==> src/rtl/ttms_pkg.sv <==
// Shared types, register map and constants for the timed turn motor sequencer.
// No dependencies; imported by ttms_drive and timed_turn_motor_sequencer_unit.
`timescale 1ns / 1ps
`default_nettype none

package ttms_pkg;

	localparam int DUTY_BITS_DEF  = 10;
	localparam int TIMER_BITS_DEF = 16;

	localparam int DUTY_W     = 10;
	localparam int PCT_W      = 7;
	localparam int NUM_MOTORS = 3;

	localparam int unsigned POWER_MIN_PCT = 35;
	localparam int unsigned PCT_FULL      = 100;
	localparam logic [7:0]  SINCE_MAX     = 8'd255;

	localparam logic [15:0] RUN_TICKS_RST    = 16'd720;
	localparam logic [7:0]  POWER_PCT_RST    = 8'd45;
	localparam logic [6:0]  MIN_DUTY_RST     = 7'd35;
	localparam logic [7:0]  DEBOUNCE_RST     = 8'd40;
	localparam logic [2:0]  REVERSE_MASK_RST = 3'd3;

	localparam int APB_ADDR_W = 5;
	localparam int APB_DATA_W = 32;

	typedef enum logic [2:0] {
		REG_RUN_TICKS    = 3'd0,
		REG_POWER_PCT    = 3'd1,
		REG_MIN_DUTY     = 3'd2,
		REG_DEBOUNCE     = 3'd3,
		REG_REVERSE_MASK = 3'd4
	} reg_idx_t;

	typedef struct packed {
		logic [15:0]       run_ticks;
		logic signed [7:0] power_percent;
		logic [6:0]        min_duty_percent;
		logic [7:0]        debounce_ticks;
		logic [2:0]        motor_reverse_mask;
	} cfg_t;

	typedef struct packed {
		logic [DUTY_W-1:0] duty;
		logic              rev;
		logic              fwd;
	} chan_t;

	typedef struct packed {
		logic [2:0] pad;
		chan_t      right;
		chan_t      back;
		chan_t      left;
		logic       is_running;
	} result_t;

endpackage

`default_nettype wire

==> src/rtl/ttms_drive.sv <==
// H-bridge drive law for the three motor channels: direction and duty from config.
// Depends on ttms_pkg.
`timescale 1ns / 1ps
`default_nettype none

module ttms_drive import ttms_pkg::*; #(
	parameter int DUTY_BITS = DUTY_BITS_DEF
) (
	input  cfg_t                   cfg,
	input  logic                   run,
	output chan_t [NUM_MOTORS-1:0] chans
);

	localparam int TabDepth = 1 << PCT_W;

	logic [7:0]        raw;
	logic [7:0]        mag;
	logic [PCT_W-1:0]  pct;
	logic [DUTY_W-1:0] duty;
	logic [DUTY_W-1:0] duty_tab [TabDepth];

	// duty = floor((2^DUTY_BITS - 1) * pct / 100), low ten bits
	for (genvar gi = 0; gi < TabDepth; gi++) begin : g_tab
		localparam int unsigned Val  = ((2 ** DUTY_BITS - 1) * gi) / PCT_FULL;
		localparam logic [31:0] ValV = 32'(Val);
		assign duty_tab[gi] = ValV[DUTY_W-1:0];
	end

	assign raw = cfg.power_percent;
	assign mag = raw[7] ? 8'(9'd256 - {1'b0, raw}) : raw;

	always_comb begin
		if (mag < 8'(POWER_MIN_PCT)) begin
			pct = PCT_W'(POWER_MIN_PCT);
		end else if (mag > 8'(PCT_FULL)) begin
			pct = PCT_W'(PCT_FULL);
		end else begin
			pct = mag[PCT_W-1:0];
		end
		if (pct < cfg.min_duty_percent) begin
			pct = cfg.min_duty_percent;
		end
		if (pct > PCT_W'(PCT_FULL)) begin
			pct = PCT_W'(PCT_FULL);
		end
	end

	assign duty = duty_tab[pct];

	always_comb begin
		for (int m = 0; m < NUM_MOTORS; m++) begin
			chans[m].fwd  = run & (~raw[7] ^ cfg.motor_reverse_mask[m]);
			chans[m].rev  = run & ~(~raw[7] ^ cfg.motor_reverse_mask[m]);
			chans[m].duty = run ? duty : '0;
		end
	end

endmodule

`default_nettype wire

==> src/rtl/timed_turn_motor_sequencer_unit.sv <==
// Top level of the timed turn motor sequencer: debounce, run timer, APB registers
// and output skid buffer. Depends on ttms_pkg and ttms_drive.
//
// Usage: one request on the slave stream per 1 ms tick, s_tdata[0] carrying the
// raw active-low button level. Each request yields exactly one result on the
// master stream: run flag and three H-bridge channel drives after that tick.
// Each result is registered, via the skid register while the output stalls. One request
// per cycle is taken while s_tready is high; the debounce and run state update in a single
// pass at acceptance and the drive law is a table lookup from the registers.
// A two-entry output (result register plus skid register) lets a request be
// taken while a result waits; s_tready drops only when both entries are full,
// and rises again once m_tready moves the skid entry into the result register.
// Configuration goes through the APB port; pready is tied high, writes land on
// the access cycle. Registers at byte addresses 0x00 run_ticks, 0x04
// power_percent, 0x08 min_duty_percent, 0x0C debounce_ticks, 0x10
// motor_reverse_mask.
// Reset (arst_n low) loads register defaults, clears the run, the timers and
// both output entries, and marks the button released.
`timescale 1ns / 1ps
`default_nettype none

module timed_turn_motor_sequencer_unit import ttms_pkg::*; #(
	parameter int DUTY_BITS  = DUTY_BITS_DEF,
	parameter int TIMER_BITS = TIMER_BITS_DEF
) (
	input  wire logic                  clk,
	input  wire logic                  arst_n,
	input  wire logic                  s_tvalid,
	output logic                       s_tready,
	input  wire logic [7:0]            s_tdata,  // [0] button_level, [7:1] zero
	output logic                       m_tvalid,
	input  wire logic                  m_tready,
	// [0] is_running, [1] left_fwd, [2] left_rev, [12:3] left_duty,
	// [13] back_fwd, [14] back_rev, [24:15] back_duty, [25] right_fwd,
	// [26] right_rev, [36:27] right_duty, [39:37] zero
	output logic [39:0]                m_tdata,
	input  wire logic                  psel,
	input  wire logic                  penable,
	input  wire logic                  pwrite,
	input  wire logic [APB_ADDR_W-1:0] paddr,
	input  wire logic [APB_DATA_W-1:0] pwdata,
	output logic [APB_DATA_W-1:0]      prdata,
	output logic                       pready
);

	localparam int CmpW = (TIMER_BITS > 16) ? TIMER_BITS : 16;
	localparam logic [TIMER_BITS-1:0] TimerMax = {TIMER_BITS{1'b1}};

	cfg_t                  cfg_q;
	logic                  stable_level_q;
	logic [7:0]            since_change_q;
	logic                  running_q;
	logic [TIMER_BITS-1:0] run_elapsed_q;

	logic                  out_valid_q;
	result_t               out_data_q;
	logic                  skid_valid_q;
	result_t               skid_data_q;

	logic                  cfg_wr;
	reg_idx_t              reg_idx;
	logic                  in_acc;
	logic                  level;
	logic [7:0]            since_inc;
	logic                  change;
	logic                  pressed;
	logic                  started;
	logic                  run_n;
	logic [TIMER_BITS-1:0] elapsed_n;
	logic [7:0]            since_n;
	chan_t [NUM_MOTORS-1:0] chans;
	result_t               res;

	// configuration port
	assign pready  = 1'b1;
	assign cfg_wr  = psel & penable & pwrite;
	assign reg_idx = reg_idx_t'(paddr[APB_ADDR_W-1:2]);

	always_comb begin
		case (reg_idx)
			REG_RUN_TICKS:    prdata = APB_DATA_W'(cfg_q.run_ticks);
			REG_POWER_PCT:    prdata = APB_DATA_W'(unsigned'(cfg_q.power_percent));
			REG_MIN_DUTY:     prdata = APB_DATA_W'(cfg_q.min_duty_percent);
			REG_DEBOUNCE:     prdata = APB_DATA_W'(cfg_q.debounce_ticks);
			REG_REVERSE_MASK: prdata = APB_DATA_W'(cfg_q.motor_reverse_mask);
			default:          prdata = '0;
		endcase
	end

	always_ff @(posedge clk or negedge arst_n) begin
		if (!arst_n) begin
			cfg_q.run_ticks          <= RUN_TICKS_RST;
			cfg_q.power_percent      <= POWER_PCT_RST;
			cfg_q.min_duty_percent   <= MIN_DUTY_RST;
			cfg_q.debounce_ticks     <= DEBOUNCE_RST;
			cfg_q.motor_reverse_mask <= REVERSE_MASK_RST;
		end else if (cfg_wr) begin
			case (reg_idx)
				REG_RUN_TICKS:    cfg_q.run_ticks          <= pwdata[15:0];
				REG_POWER_PCT:    cfg_q.power_percent      <= pwdata[7:0];
				REG_MIN_DUTY:     cfg_q.min_duty_percent   <= pwdata[6:0];
				REG_DEBOUNCE:     cfg_q.debounce_ticks     <= pwdata[7:0];
				REG_REVERSE_MASK: cfg_q.motor_reverse_mask <= pwdata[2:0];
				default:          ;
			endcase
		end
	end

	// tick step: debounce, then run control
	assign s_tready  = ~skid_valid_q;
	assign in_acc    = s_tvalid & s_tready;
	assign level     = s_tdata[0];
	assign since_inc = (since_change_q == SINCE_MAX) ? since_change_q : since_change_q + 8'd1;
	assign change    = (level != stable_level_q) && (since_inc >= cfg_q.debounce_ticks);
	assign pressed   = change & ~level;
	assign since_n   = change ? 8'd0 : since_inc;

	always_comb begin
		run_n     = running_q;
		started   = 1'b0;
		elapsed_n = run_elapsed_q;
		if (pressed) begin
			if (running_q) begin
				run_n = 1'b0;
			end else if (cfg_q.run_ticks != 16'd0) begin
				run_n     = 1'b1;
				started   = 1'b1;
				elapsed_n = '0;
			end
		end
		if (run_n) begin
			if (!started && elapsed_n != TimerMax) begin
				elapsed_n = elapsed_n + 1'b1;
			end
			if (CmpW'(elapsed_n) >= CmpW'(cfg_q.run_ticks)) begin
				run_n = 1'b0;
			end
		end
	end

	ttms_drive #(
		.DUTY_BITS(DUTY_BITS)
	) u_drive (
		.cfg  (cfg_q),
		.run  (run_n),
		.chans(chans)
	);

	always_comb begin
		res.pad        = '0;
		res.is_running = run_n;
		res.left       = chans[0];
		res.back       = chans[1];
		res.right      = chans[2];
	end

	always_ff @(posedge clk or negedge arst_n) begin
		if (!arst_n) begin
			stable_level_q <= 1'b1;
			since_change_q <= 8'd0;
			running_q      <= 1'b0;
			run_elapsed_q  <= '0;
		end else if (in_acc) begin
			stable_level_q <= change ? level : stable_level_q;
			since_change_q <= since_n;
			running_q      <= run_n;
			run_elapsed_q  <= elapsed_n;
		end
	end

	// result register with skid entry
	always_ff @(posedge clk or negedge arst_n) begin
		if (!arst_n) begin
			out_valid_q  <= 1'b0;
			skid_valid_q <= 1'b0;
		end else if (!out_valid_q || m_tready) begin
			if (skid_valid_q) begin
				out_valid_q  <= 1'b1;
				skid_valid_q <= 1'b0;
			end else begin
				out_valid_q <= in_acc;
			end
		end else if (in_acc) begin
			skid_valid_q <= 1'b1;
		end
	end

	always_ff @(posedge clk) begin
		if (!out_valid_q || m_tready) begin
			out_data_q <= skid_valid_q ? skid_data_q : res;
		end else if (in_acc) begin
			skid_data_q <= res;
		end
	end

	assign m_tvalid = out_valid_q;
	assign m_tdata  = out_data_q;

endmodule

`default_nettype wire

==> config.mk <==
export PLATFORM = sky130hd
export DESIGN_NAME = timed_turn_motor_sequencer_unit
export DESIGN_NICKNAME = d
export VERILOG_FILES = /design/src/rtl/ttms_pkg.sv /design/src/rtl/ttms_drive.sv /design/src/rtl/timed_turn_motor_sequencer_unit.sv
export SDC_FILE = /design/constraint.sdc
export NUM_CORES = 1
export LEC_CHECK = 0
export BUFFER_PORTS_ARGS = -buffer_cell sky130_fd_sc_hd__buf_2
export CORE_MARGIN = 3
export CORE_UTILIZATION = 54
export CTS_BUF_LIST = sky130_fd_sc_hd__clkbuf_4
export DETAILED_ROUTE_END_ITERATION = 12
export PLACE_DENSITY = 0.89
export REMOVE_ABC_BUFFERS = 1
export SLEW_MARGIN = 20
export SYNTH_ARGS = -nofsm -noshare
export SYNTH_HDL_FRONTEND = slang
export SYNTH_SLANG_ARGS = --single-unit
==> constraint.sdc <==
create_clock -name clk -period 6 [get_ports clk]
set_input_delay 0.6 -clock clk [delete_from_list [all_inputs] [get_ports clk]]
set_output_delay 0.6 -clock clk [all_outputs]
set_load 0.02 [all_outputs]
==> summary.txt, run 1 <==
Status
  • Status: finished, violations left
  • Failing checks: negative setup slack

Drt
  • Vias: about 8600
  • Post-Route WL: approximately 25000 microns
  • Remaining antenna violation count after routing: 0
  • DRT Pass-1 Iters: 6
  • Drt via density: 6.26
  • # DRC: 0
  • DR iter-0 viols: between 900 and 1000
  • Avg WL per Cell: approximately 18 microns

Global routing
  • First-pass GRT wire length: about 40000 microns
  • Maximum number of pins on one net before global-route repair: 71
  • Number of global-route vias before repair: around 8000
  • Grt total ovfl: 0
  • Antenna violations before repair: 0
  • GRT Total Usage: roughly 27%

Timing
  • Fin. max-slew vios: 0
  • Fin crit share: 104%
  • Skew final: 0.0252 ns
  • Final Hold Vio Count: 0
  • Worst-margin pin slew: a little over 0.9 ns
  • RSZ-0062 raised after global routing: yes
  • FMAX: 160 MHz
  • # setup viols final: 27
  • Fin worst setup slack: -0.258 ns
  • Slew headroom: about two fifths
  • Tmin final: 6.26 ns

Finish
  • P&R area growth vs syn: 16.4%
  • Nets: roughly 1200
  • Most common cell after layout, fill and taps aside: nand2_1
  • Final Core Density: about two thirds
  • Layout cells sized above 1: 27.7%
  • Commonest non-fill, non-tap cells in the layout: nand2_1 (135), buf_4 (110), nor2_1 (91)
  • Post-Layout Cell Count: 1370
  • ANT cells: 0

Place
  • Cell Count Post-Placement: roughly 1300
  • # port buffers: 81
  • HPWL after DPL: 18300 microns
  • RePlAce Congestion: 1.00
  • Placement Setup Slack: -0.618 ns

Job
  • MaxCap Viol Count: 0

Setup path
  • Crit end category: flip-flop
  • Crit path kind: reg -> reg
  • Buffers plus inverters on the worst setup path: 1
  • Worst-path fanout max: 5
  • Crit start category: flip-flop
  • Most frequent CP cell: a21o_1
  • Worst EP arrival: roughly 6.5 ns
  • Slowest-stage cell, CP: dfrtp_1
  • Crit-path max cell delay: ~0.42 ns
  • Req. time, crit path: approximately 6.3 ns
  • Crit path max-delay family: compound AO/OA/AOI/OAI gates

Yosys
  • YS warnings: 0
  • Register bit total from synthesis: roughly 100
  • Syn Inst Count: a little over 1000
  • Syn Area/Cell: ~8.4 sq um
  • Mapped cell area: roughly 8700 sq um
  • Top_reg_cell synth: dfrtp_1
  • Post-synthesis sequential area ratio: 32.1%
  • Post-synthesis cell type count: between 90 and 100
  • Asr flop ratio synth: 67.3%
  • EDFF count, synth: 34

Clock tree
  • CTS tree: yes
  • Worst-path clk slew: around 0.15 ns
  • CTS buffer count: 9
  • Root Buffer: clkbuf_4
  • CTS sink count: roughly 100
  • # hold bufs at CTS: 0
  • CTS H-tree depth: 3
  • Clock Tree Buf Depth: 2
  • Clock Latency Late Sink: ~0.47 ns

Floorplan
  • Die Y: between 100 and 150 microns
  • # IOs: 127
  • Die area: about 18000 sq um
  • Rows: between 40 and 50
  • Core area: approximately 15000 sq um
  • Die width: 133 microns
  • Initial Util: about 56%

Power and ir drop
  • Peak VDD IR: 0.320 mV
  • PD cells: around 540 nW/um^2
  • Leak: ~0.0045 uW

Min path
  • Hold Crit Class: in -> async
[path summary, 6_finish.rpt]
check                                         startpoint                       endpoint  slack [ns]  cells after the start
setup / recovery           since_change_q[0]$_DFFE_PN0P_          m_tdata[31]$_DFFE_PN_       -0.26                     32
hold / removal                                    arst_n  since_change_q[4]$_DFFE_PN0P_        0.32                      2
setup reg to reg           since_change_q[0]$_DFFE_PN0P_          m_tdata[31]$_DFFE_PN_       -0.26                     32
hold reg to reg                skid_data_q[12]$_DFFE_PP_          m_tdata[36]$_DFFE_PN_        0.52                      2
max in group asynchronous                         arst_n          cfg_q[26]$_DFFE_PN0P_        5.09                      2
min in group clk                              pwdata[11]          cfg_q[37]$_DFFE_PN0P_        0.32                      3
[what timing repair did]
item,4_1_cts,5_1_grt
buffers inserted,9,5
pin swaps,38,13
setup endpoints to repair,35,35
gates resized for setup,32,14
[layout make-up]
| type | count | area [sq um] |
|---|---|---|
| multi-input cells | 797 | 5430 |
| fillers | 1169 | 5370 |
| flip-flops and latches | 104 | 2790 |
| repair buffers | 198 | 1330 |
| well taps | 211 | 264 |
| inverters | 44 | 168 |
| clock inverters | 7 | 72.6 |
| clock buffers | 9 | 67.6 |
[per-layer routing]
| layer | vias to the layer above | GRT usage [%] | wire, microns |
|---|---|---|---|
| li1 | 3936 | - | - |
| met1 | 4061 | 36.4 | 10100 |
| met2 | 500 | 43.9 | 11500 |
| met3 | 83 | 5.44 | 2500 |
| met4 | 0 | 9.24 | 803 |
| met5 | - | 0 | 0 |
[cell usage after synthesis, drive strengths merged (19+ instances only)]
cell / instances / area [sq um]
a21oi: 51 / 259
and2: 20 / 125
buf: 64 / 444
clkbuf: 43 / 161
dfrtp: 54 / 1350
edfxtp: 34 / 1020
ha: 42 / 526
inv: 43 / 161
nand2: 139 / 529
nand3: 19 / 95.1
nor2: 94 / 358
o21ai: 91 / 463
o31ai: 26 / 223
[logic make-up after synthesis]
kind of cell | synth area share (%)
AND/OR/NAND/NOR | 19.8
AO/OA/AOI/OAI | 24.5
buffers and inverters | 8.87
flip-flops | 32.1
adder cells (fa/ha/maj) | 6.05
multiplexers | 5.17
XOR/XNOR | 3.40
other | 0.0864
[state kept, by name, indices dropped and copies added, names as in the netlist]
signal          count
skid_data_q        17
m_tvalid            1
run_elapsed_q      16
running_q           1
stable_level_q      1
cfg_q              42
m_tdata            17
skid_valid_q        1
since_change_q      8
[power breakdown]
part           internal [uW]  switching [uW]
clock network            126             242
logic                   1600            2500
registers                847             121
total                   2580            2860
[per-stage QoR]
step	hold WS (ns)	area (sq um)	total power, uW	setup TNS (ns)
2_1_floorplan	0.304	8150	3360	-44.83
3_3_place_gp	0.504	9660	4800	-4.45
3_5_place_dp	0.515	9660	4830	-11.75
4_1_cts	0.307	10000	5270	-0.310
5_1_grt	0.323	10100	5760	-11.76
6_report	0.318	10100	5440	-3.08
[worst reg2reg max path: cells and delay by family, from the launching register on]
kind / cells / cell delay (ns)
DFF: 1 / 0.42
and+or+nand+nor: 12 / 1.92
AOI/OAI and AO/OA: 13 / 2.29
xor gates and xnor gates: 2 / 0.37
adders and majority gates: 4 / 0.99
buffers and inverters: 1 / 0.11
Note: power is estimated with default switching activity, not from simulation.
==> run 2, diff against run 1 <==
--- a/config.mk
+++ b/config.mk
@@ -7,7 +7,7 @@
 export LEC_CHECK = 0
 export BUFFER_PORTS_ARGS = -buffer_cell sky130_fd_sc_hd__buf_2
 export CORE_MARGIN = 3
-export CORE_UTILIZATION = 54
+export CORE_UTILIZATION = 55
 export CTS_BUF_LIST = sky130_fd_sc_hd__clkbuf_4
 export DETAILED_ROUTE_END_ITERATION = 12
 export PLACE_DENSITY = 0.89
@@ -15,4 +15,5 @@
 export SLEW_MARGIN = 20
 export SYNTH_ARGS = -nofsm -noshare
 export SYNTH_HDL_FRONTEND = slang
+export SYNTH_HIERARCHICAL = 1
 export SYNTH_SLANG_ARGS = --single-unit
==> run 2 against run 1 <==
Effect of this change: the run now ends clean; hold slack got worse by 0.15 ns; sequential share of layout area rose by 6.4 points; clock power rose by 56%; die area rose by 15%; sequential power rose by 51%; fmax rose by 5.1%; non-clock buffer count fell by 26; critical path type unchanged; critical endpoint is now m_tdata[7]$_DFFE_PN_; highest routed layer unchanged.
==> summary.txt, run 2 <==
Status
  • Status: finished clean

Global routing
  • Number of global-route vias before repair: 8509 (+6.0%)
  • Antenna violations before repair: 0 (unchanged)
  • Grt total ovfl: 0 (unchanged)
  • Maximum number of pins on one net before global-route repair: 71 (unchanged)
  • First-pass GRT wire length: 43900 microns (+10%)
  • GRT Total Usage: 26.8% (-0.30 points)

Clock tree
  • CTS H-tree depth: 4 (+1)
  • # hold bufs at CTS: 0 (unchanged)
  • CTS tree: yes
  • CTS buffer count: 17 (+8)
  • Root Buffer: clkbuf_4
  • Worst-path clk slew: 0.13 ns (-0.02 ns)
  • Clock Latency Late Sink: 0.59 ns (+0.12 ns)
  • Clock Tree Buf Depth: 2 (unchanged)
  • CTS sink count: 144 (+38%)

Yosys
  • Post-synthesis sequential area ratio: 38.9% (+6.7 points)
  • Syn Inst Count: 1092 (+5.6%)
  • Post-synthesis cell type count: 92 (-7.1%)
  • Asr flop ratio synth: 48.6% (-19 points)
  • Syn Area/Cell: 9.41 sq um (+12%)
  • Synth top area share: 21.6% (+6.1 points)
  • YS warnings: 6 (+6)
  • EDFF count, synth: 74 (+120%)
  • Register bit total from synthesis: 144 (+38%)
  • Most frequent cell after synthesis: nand2_1
  • Top cells by count, synth: nand2_1 (121), nor2_1 (85), edfxtp_1 (74)
  • Leading area contributor after synthesis: edfxtp_1
  • Mapped cell area: 10300 sq um (+18%)
  • Top_reg_cell synth: edfxtp_1
  • Top cells by area, synth: edfxtp_1 (22%), dfrtp_1 (13%), mux2_2 (6.7%), ha_1 (5.4%), nand2_1 (4.4%)

Setup path
  • Crit end category: flip-flop
  • Req. time, crit path: 6.46 ns (+0.18 ns)
  • Worst-path fanout max: 6 (+1)
  • Reg2Reg Setup Slack: 0.05 ns (+0.31 ns)
  • FF-to-FF path depth: 30 (-6.3%)
  • Reg2reg end: m_tdata[7]$_DFFE_PN_
  • Worst EP arrival: 6.42 ns (-0.12 ns)
  • Crit start category: flip-flop
  • Crit path max-delay family: simple AND/OR/NAND/NOR gates
  • Crit-path max cell delay: 0.42 ns (about the same)
  • Buffers plus inverters on the worst setup path: 4 (+3)
  • Slowest-stage cell, CP: dfrtp_1
  • Reg-to-reg critical path startpoint: since_change_q[4]$_DFFE_PN0P_
  • Crit path launch: since_change_q[4]$_DFFE_PN0P_
  • Cell depth of the worst setup path: 30 (-6.3%)
  • End point of the critical path: m_tdata[7]$_DFFE_PN_
  • Crit path kind: reg -> reg

Power and ir drop
  • Reg power frac: 25.4% (+7.6 points)
  • Int Pwr: 2940 uW (+14%)
  • Sw frac: 48.8% (-3.8 points)
  • Clock power frac: 10.0% (+3.2 points)
  • Peak VDD IR: 0.285 mV (-11%)
  • Leak: 0.00491 uW (+8.4%)
  • PD cells: 489 nW/um^2 (-9.0%)
  • Sw Pwr: 2800 uW (-2.0%)
  • Comb pwr share: 64.6% (-11 points)

Finish
  • Layout cells sized above 1: 30.3% (+2.6 points)
  • Filler instances: 1419 (+21%)
  • P&R area growth vs syn: 14.3%
  • Final Core Density: 64.7% (-0.62 points)
  • Max FFs per register: 42 (unchanged)
  • Nets: 1290 (+3.4%)
  • Most common cell after layout, fill and taps aside: nand2_1
  • Top reg by flops: cfg_q
  • Commonest non-fill, non-tap cells in the layout: nand2_1 (116), buf_4 (87), buf_2 (81)
  • ANT cells: 0 (unchanged)

Floorplan
  • Die width: 143 microns (+7.4%)
  • Initial Util: 56.6% (+0.52 points)
  • Rows: 49 (+8.9%)
  • Die Y: 143 microns (+7.4%)
  • Core area: 18100 sq um (+17%)
  • Die area: 20400 sq um (+15%)
  • # IOs: 127 (unchanged)

Timing
  • Slew headroom: 27.9% (-11 points)
  • FMAX: 168 MHz (+5.1%)
  • Worst-margin pin slew: 1.08 ns (+0.158 ns)
  • Fin crit share: 99.2% (-5.1 points)
  • # setup viols final: 0 (-100%)
  • Setup TNS: 0 ns (+3.08 ns)
  • Fin. max-slew vios: 0 (unchanged)
  • Final Hold Vio Count: 0 (unchanged)
  • Tmin final: 5.95 ns (-0.306 ns)
  • Skew final: 0.0245 ns (-0.000719 ns)

Place
  • # port buffers: 81 (unchanged)
  • HPWL after DPL: 19800 microns (+8.2%)
  • RePlAce Congestion: 1.01 (+1.1%)

Drt
  • Remaining antenna violation count after routing: 0 (unchanged)
  • Drt via density: 6.34 (+1.3%)
  • # DRC: 0 (unchanged)
  • DRT Pass-1 Iters: 5 (-1)
  • Post-Route WL: 28900 microns (+16%)
  • DR iter-0 viols: 980 (+0.82%)
  • Avg WL per Cell: 20.1 microns (+11%)
  • Vias: 9107 (+6.1%)

Min path
  • Hold Crit Class: in -> async

Job
  • MaxCap Viol Count: 0 (unchanged)
## run 2: cell types whose count changed after synthesis, sizes merged, moves of 11 or more
| cell | delta |
|---|---|
| o31ai | -19 |
| nor3 | +12 |
| buf | +14 |
| nand2 | -16 |
| nand3 | +12 |
| edfxtp | +40 |
| o211ai | +11 |
| a21o | -15 |
| o21ai | -19 |
| mux2 | +45 |
| clkbuf | -14 |
## run 2: per-stage QoR
stage	hold WS (ns)	setup WS, ns	total power, uW	instances	instance area, sq um
floorplan	0.304	-0.160	3600	1003	9710
global placement	0.488	0.00815	4760	1392	11000
CTS	0.198	0.00595	5430	1424	11300
detailed placement	0.491	-0.116	4810	1392	11000
global route	0.181	-0.214	6110	1436	11700
finish	0.169	0.0472	5740	1436	11700
## run 2: layout make-up
cell class	instances	area (sq um)	area share (%)
Clock buffer	17	128	1.09
Sequential cell	144	3990	34.0
Inverter	49	184	1.57
Timing Repair Buffer	172	1110	9.47
Clock inverter	15	125	1.07
Multi-Input combinational cell	810	5920	50.4
Tap cell	229	287	2.44
## run 2: power groups by stage
stage	Sequential [uW]	Combinational (uW)	Clock (uW)
detailed placement	1470	3340	0
global route	1480	4010	615
global placement	1460	3300	0
finish	1460	3710	574
floorplan	1540	2060	0
CTS	1450	3400	576
## run 2: metal layers
metal / global-route usage (%) / part of all wire, % / vias to the layer above
li1: - / - / 4178
met2: 44.2 / 49 / 472
met3: 4.29 / 8.2 / 79
met1: 35.5 / 40 / 4378
met5: 0 / 0 / -
met4: 10.9 / 3.2 / 0
## run 2: cells by family after synthesis
family          after synthesis  synth area share [%]
simple gates                363                  17.2
compound gates              269                  18.4
buf+inv                     156                  8.02
flops                       144                  38.9
mux                          88                  9.90
fa+ha+maj                    44                  5.36
xor+xnor                     26                  2.22
other cells                   2                0.0731
## run 2: worst register-to-register path, delay by kind of cell (launching register included)
kind                       cells  cell delay (ns)
DFF                            1             0.42
AOI/OAI and AO/OA              9             1.84
xor gates and xnor gates       2             0.26
buffers and inverters          4             0.51
and+or+nand+nor               11             1.85
adders and majority gates      3             0.73
muxes                          1             0.20
## run 2: worst min-delay path by stage
stage / end / depth (start not counted) / slack, ns / start
4_1_cts: cfg_q[36]$_DFFE_PN0P_ / 3 / 0.20 / pwdata[10]
6_report: run_elapsed_q[12]$_DFFE_PN0P_ / 2 / 0.17 / arst_n
5_1_grt: cfg_q[36]$_DFFE_PN0P_ / 3 / 0.18 / pwdata[10]
3_3_place_gp: stable_level_q$_DFFE_PN1P_ / 2 / 0.49 / stable_level_q$_DFFE_PN1P_
2_1_floorplan: cfg_q[10]$_DFFE_PN0P_ / 0 / 0.30 / arst_n
3_5_place_dp: stable_level_q$_DFFE_PN1P_ / 2 / 0.49 / stable_level_q$_DFFE_PN1P_
## run 2: what timing repair did
item,in CTS,in global routing
resized for setup,12,70
pin swaps,3,34
endpoints found under the setup margin,18,63
buffers inserted,0,12
==> run 3, diff against run 2 <==
--- a/config.mk
+++ b/config.mk
@@ -5,15 +5,16 @@
 export SDC_FILE = /design/constraint.sdc
 export NUM_CORES = 1
 export LEC_CHECK = 0
+export ABC_AREA = 1
 export BUFFER_PORTS_ARGS = -buffer_cell sky130_fd_sc_hd__buf_2
 export CORE_MARGIN = 3
-export CORE_UTILIZATION = 55
+export CORE_UTILIZATION = 54
 export CTS_BUF_LIST = sky130_fd_sc_hd__clkbuf_4
 export DETAILED_ROUTE_END_ITERATION = 12
-export PLACE_DENSITY = 0.89
+export PLACE_DENSITY = 0.9
 export REMOVE_ABC_BUFFERS = 1
 export SLEW_MARGIN = 20
 export SYNTH_ARGS = -nofsm -noshare
 export SYNTH_HDL_FRONTEND = slang
-export SYNTH_HIERARCHICAL = 1
 export SYNTH_SLANG_ARGS = --single-unit
+export TNS_END_PERCENT = 1
==> run 3 against run 2 <==
Effect of this change: sequential share of layout area down 3.5 points; sequential power down 25%; clock power fell by 43%; the flow now finishes with violations (negative setup slack); wire length decreased by 24%; global-route usage is 1.6 points lower; final area decreased by 22%; fmax shrank 1.1%; final cell count fell by 0.42%; power decreased by 3.2%; count of clock-buffer cells in the layout is 7 lower; first-iteration DRC count shrank 22%.
==> summary.txt, run 3 <==
Timing
  • Fin crit share: 100% (+1.1 points)
  • FMAX: 166 MHz (-1.1%)
  • Setup TNS: -0.0162 ns (-0.0162 ns)
  • RSZ-0062 raised after global routing: yes
  • Fin. max-slew vios: 0 (unchanged)
  • Fin worst setup slack: -0.0162 ns (-0.0634 ns)
  • Worst-margin pin slew: 1.13 ns (+0.0478 ns)
  • Tmin final: 6.02 ns (+0.0634 ns)
  • Final Hold Vio Count: 0 (unchanged)
  • Skew final: 0.0326 ns (+0.00817 ns)
  • # setup viols final: 1 (+1)
  • Slew headroom: 24.3% (-3.6 points)

Status
  • Status: finished, violations left
  • Failing checks: negative setup slack

Setup path
  • Worst EP arrival: 6.40 ns (-0.02 ns)
  • Crit path max-delay family: simple AND/OR/NAND/NOR gates
  • Crit path kind: reg -> reg
  • Crit end category: flip-flop
  • Reg-to-reg critical path startpoint: since_change_q[1]$_DFFE_PN0P_
  • Req. time, crit path: 6.38 ns (-0.08 ns)
  • FF-to-FF path depth: 41 (+37%)
  • Most frequent CP cell: nand2_1
  • Crit-path max cell delay: 0.41 ns (about the same)
  • Buffers plus inverters on the worst setup path: 6 (+2)
  • Reg2reg end: m_tdata[36]$_DFFE_PN_
  • Crit start category: flip-flop
  • Slowest-stage cell, CP: dfrtp_1
  • Worst-path fanout max: 6 (unchanged)
  • Reg2Reg Setup Slack: -0.02 ns (-0.06 ns)

Floorplan
  • # IOs: 127 (unchanged)
  • Rows: 44 (-10%)
  • Initial Util: 55.6% (-1.1 points)
  • Die Y: 129 microns (-9.9%)
  • Die width: 129 microns (-9.9%)
  • Core area: 14600 sq um (-20%)
  • Die area: 16500 sq um (-19%)

Yosys
  • Post-synthesis sequential area ratio: 34.4% (-4.4 points)
  • YS warnings: 0 (-6)
  • Mapped cell area: 8110 sq um (-21%)
  • Top cells by area, synth: dfrtp_1 (17%), nand2_1 (16%), edfxtp_1 (13%), nand3_1 (7.1%), ha_1 (6.5%)
  • Post-synthesis cell type count: 51 (-45%)
  • Leading area contributor after synthesis: dfrtp_1
  • Top cells by count, synth: nand2_1 (355), inv_1 (133), nand3_1 (115)
  • Syn Inst Count: 1156 (+5.9%)
  • Syn Area/Cell: 7.01 sq um (-25%)
  • EDFF count, synth: 34 (-54%)
  • Most frequent cell after synthesis: nand2_1
  • Asr flop ratio synth: 67.3% (+19 points)
  • Top_reg_cell synth: dfrtp_1
  • Register bit total from synthesis: 104 (-28%)
  • Synth top area share: 16.7% (-5.0 points)

Global routing
  • First-pass GRT wire length: 34000 microns (-23%)
  • GRT Total Usage: 25.3% (-1.6 points)
  • Maximum number of pins on one net before global-route repair: 71 (unchanged)
  • Number of global-route vias before repair: 7171 (-16%)
  • Grt total ovfl: 0 (unchanged)
  • Antenna violations before repair: 1 (+1)

Place
  • RePlAce Congestion: 0.972 (-4.0%)
  • # port buffers: 81 (unchanged)
  • Cell Count Post-Placement: 1396 (+0.29%)
  • HPWL after DPL: 15400 microns (-22%)

Min path
  • Hold Crit Class: in -> async

Finish
  • ANT cells: 0 (unchanged)
  • Post-Layout Cell Count: 1430 (-0.42%)
  • Nets: 1335 (+3.5%)
  • Most common cell after layout, fill and taps aside: nand2_1
  • Layout cells sized above 1: 22.0% (-8.3 points)
  • Top reg by flops: cfg_q
  • P&R area growth vs syn: 12.9%
  • Max FFs per register: 42 (unchanged)
  • Commonest non-fill, non-tap cells in the layout: nand2_1 (343), inv_1 (128), nand3_1 (112)

Clock tree
  • CTS sink count: 104 (-28%)
  • Root Buffer: clkbuf_4
  • CTS tree: yes
  • Clock Tree Buf Depth: 2 (unchanged)
  • Worst-path clk slew: 0.18 ns (+0.05 ns)
  • # hold bufs at CTS: 0 (unchanged)
  • Clock Latency Late Sink: 0.51 ns (-0.08 ns)
  • CTS H-tree depth: 3 (-1)
  • CTS buffer count: 9 (-8)

Power and ir drop
  • Reg power frac: 19.7% (-5.7 points)
  • Comb pwr share: 74.4% (+9.8 points)
  • Peak VDD IR: 0.250 mV (-12%)
  • Sw Pwr: 3110 uW (+11%)
  • Leak: 0.00465 uW (-5.3%)
  • PD cells: 608 nW/um^2 (+24%)
  • Clock power frac: 5.9% (-4.1 points)
  • Sw frac: 56.0% (+7.2 points)
  • Int Pwr: 2450 uW (-17%)

Drt
  • Remaining antenna violation count after routing: 0 (unchanged)
  • # DRC: 0 (unchanged)
  • DRT Pass-1 Iters: 6 (+1)
  • Drt via density: 5.68 (-10%)
  • Vias: 8125 (-11%)
  • DR iter-0 viols: 768 (-22%)
  • Avg WL per Cell: 15.3 microns (-24%)
  • Post-Route WL: 21900 microns (-24%)

Job
  • MaxCap Viol Count: 0 (unchanged)
==> run 3: cell types whose count changed after synthesis, sizes merged, moves of 18 or more <==
cell and change:
inv +85, mux2 -63, edfxtp -40, mux2i -21, nand3 +86, and2 -18
nand2 +254
==> run 3: cell type report <==
| type | instances | area, sq um |
|---|---|---|
| fill | 1190 | 5430 |
| multi-input combinational | 854 | 4660 |
| sequential | 104 | 2790 |
| timing repair buffer | 136 | 835 |
| inverter | 136 | 523 |
| tap | 184 | 230 |
| clock buffer | 10 | 75.1 |
| clock inverter | 6 | 37.5 |
==> run 3: repair_timing <==
| action | 4_1_cts | 5_1_grt |
|---|---|---|
| setup endpoints to repair | 34 | 35 |
| setup buffers | 8 | 10 |
| gates resized for setup | 19 | 77 |
| pin swaps | 8 | 37 |
==> run 3: worst max-delay path by stage <==
stage,from,to,slack [ns],cells after the start
2_1_floorplan,since_change_q[0]$_DFFE_PN0P_,m_tdata[34]$_DFFE_PN_,-0.14,39
3_3_place_gp,since_change_q[0]$_DFFE_PN0P_,m_tdata[34]$_DFFE_PN_,-0.19,40
3_5_place_dp,since_change_q[1]$_DFFE_PN0P_,m_tdata[34]$_DFFE_PN_,-0.45,40
4_1_cts,since_change_q[1]$_DFFE_PN0P_,m_tdata[27]$_DFFE_PN_,0.005,41
5_1_grt,since_change_q[1]$_DFFE_PN0P_,m_tdata[36]$_DFFE_PN_,-0.40,41
6_report,since_change_q[1]$_DFFE_PN0P_,m_tdata[36]$_DFFE_PN_,-0.02,41
==> run 3: routing by layer <==
metal / part of all wire (%) / vias to the layer above / global-route usage [%]
met2: 47 / 421 / 40.8
met1: 40 / 3784 / 33.9
met5: 0.032 / - / 0
met4: 3.2 / 2 / 9.20
met3: 9.1 / 67 / 5.02
li1: - / 3851 / -
==> run 3: cells by family (layout without fill, tap and decap cells) <==
group	count (synthesis)	in the layout	share of synthesized area, %
buf+inv	216	288	12.9
simple gates	614	614	32.8
xor+xnor	19	19	2.05
fa+ha+maj	42	42	6.48
other cells	2	20	0.0926
flops	104	104	34.4
compound gates	159	159	11.3
==> run 3: per-stage QoR <==
step	setup WS (ns)	instance area (sq um)	utilization [%]	total power [uW]	hold slack, ns
final	-0.0162	9160	62.8	5560	0.261
after global routing	-0.404	9160	62.8	6050	0.307
after CTS	0.00523	8800	60.3	5180	0.300
after detailed placement	-0.453	8560	58.7	4800	0.474
after global placement	-0.189	8560	58.7	4720	0.467
after floorplan	-0.137	7650	-	3780	0.304
==> run 3: power groups by stage <==
| stage | logic (uW) | registers (uW) | clock network [uW] |
|---|---|---|---|
| floorplan | 2570 | 1210 | 0 |
| global route | 4570 | 1120 | 358 |
| detailed placement | 3700 | 1100 | 0 |
| CTS | 3760 | 1090 | 328 |
| finish | 4140 | 1100 | 329 |
| global placement | 3630 | 1090 | 0 |
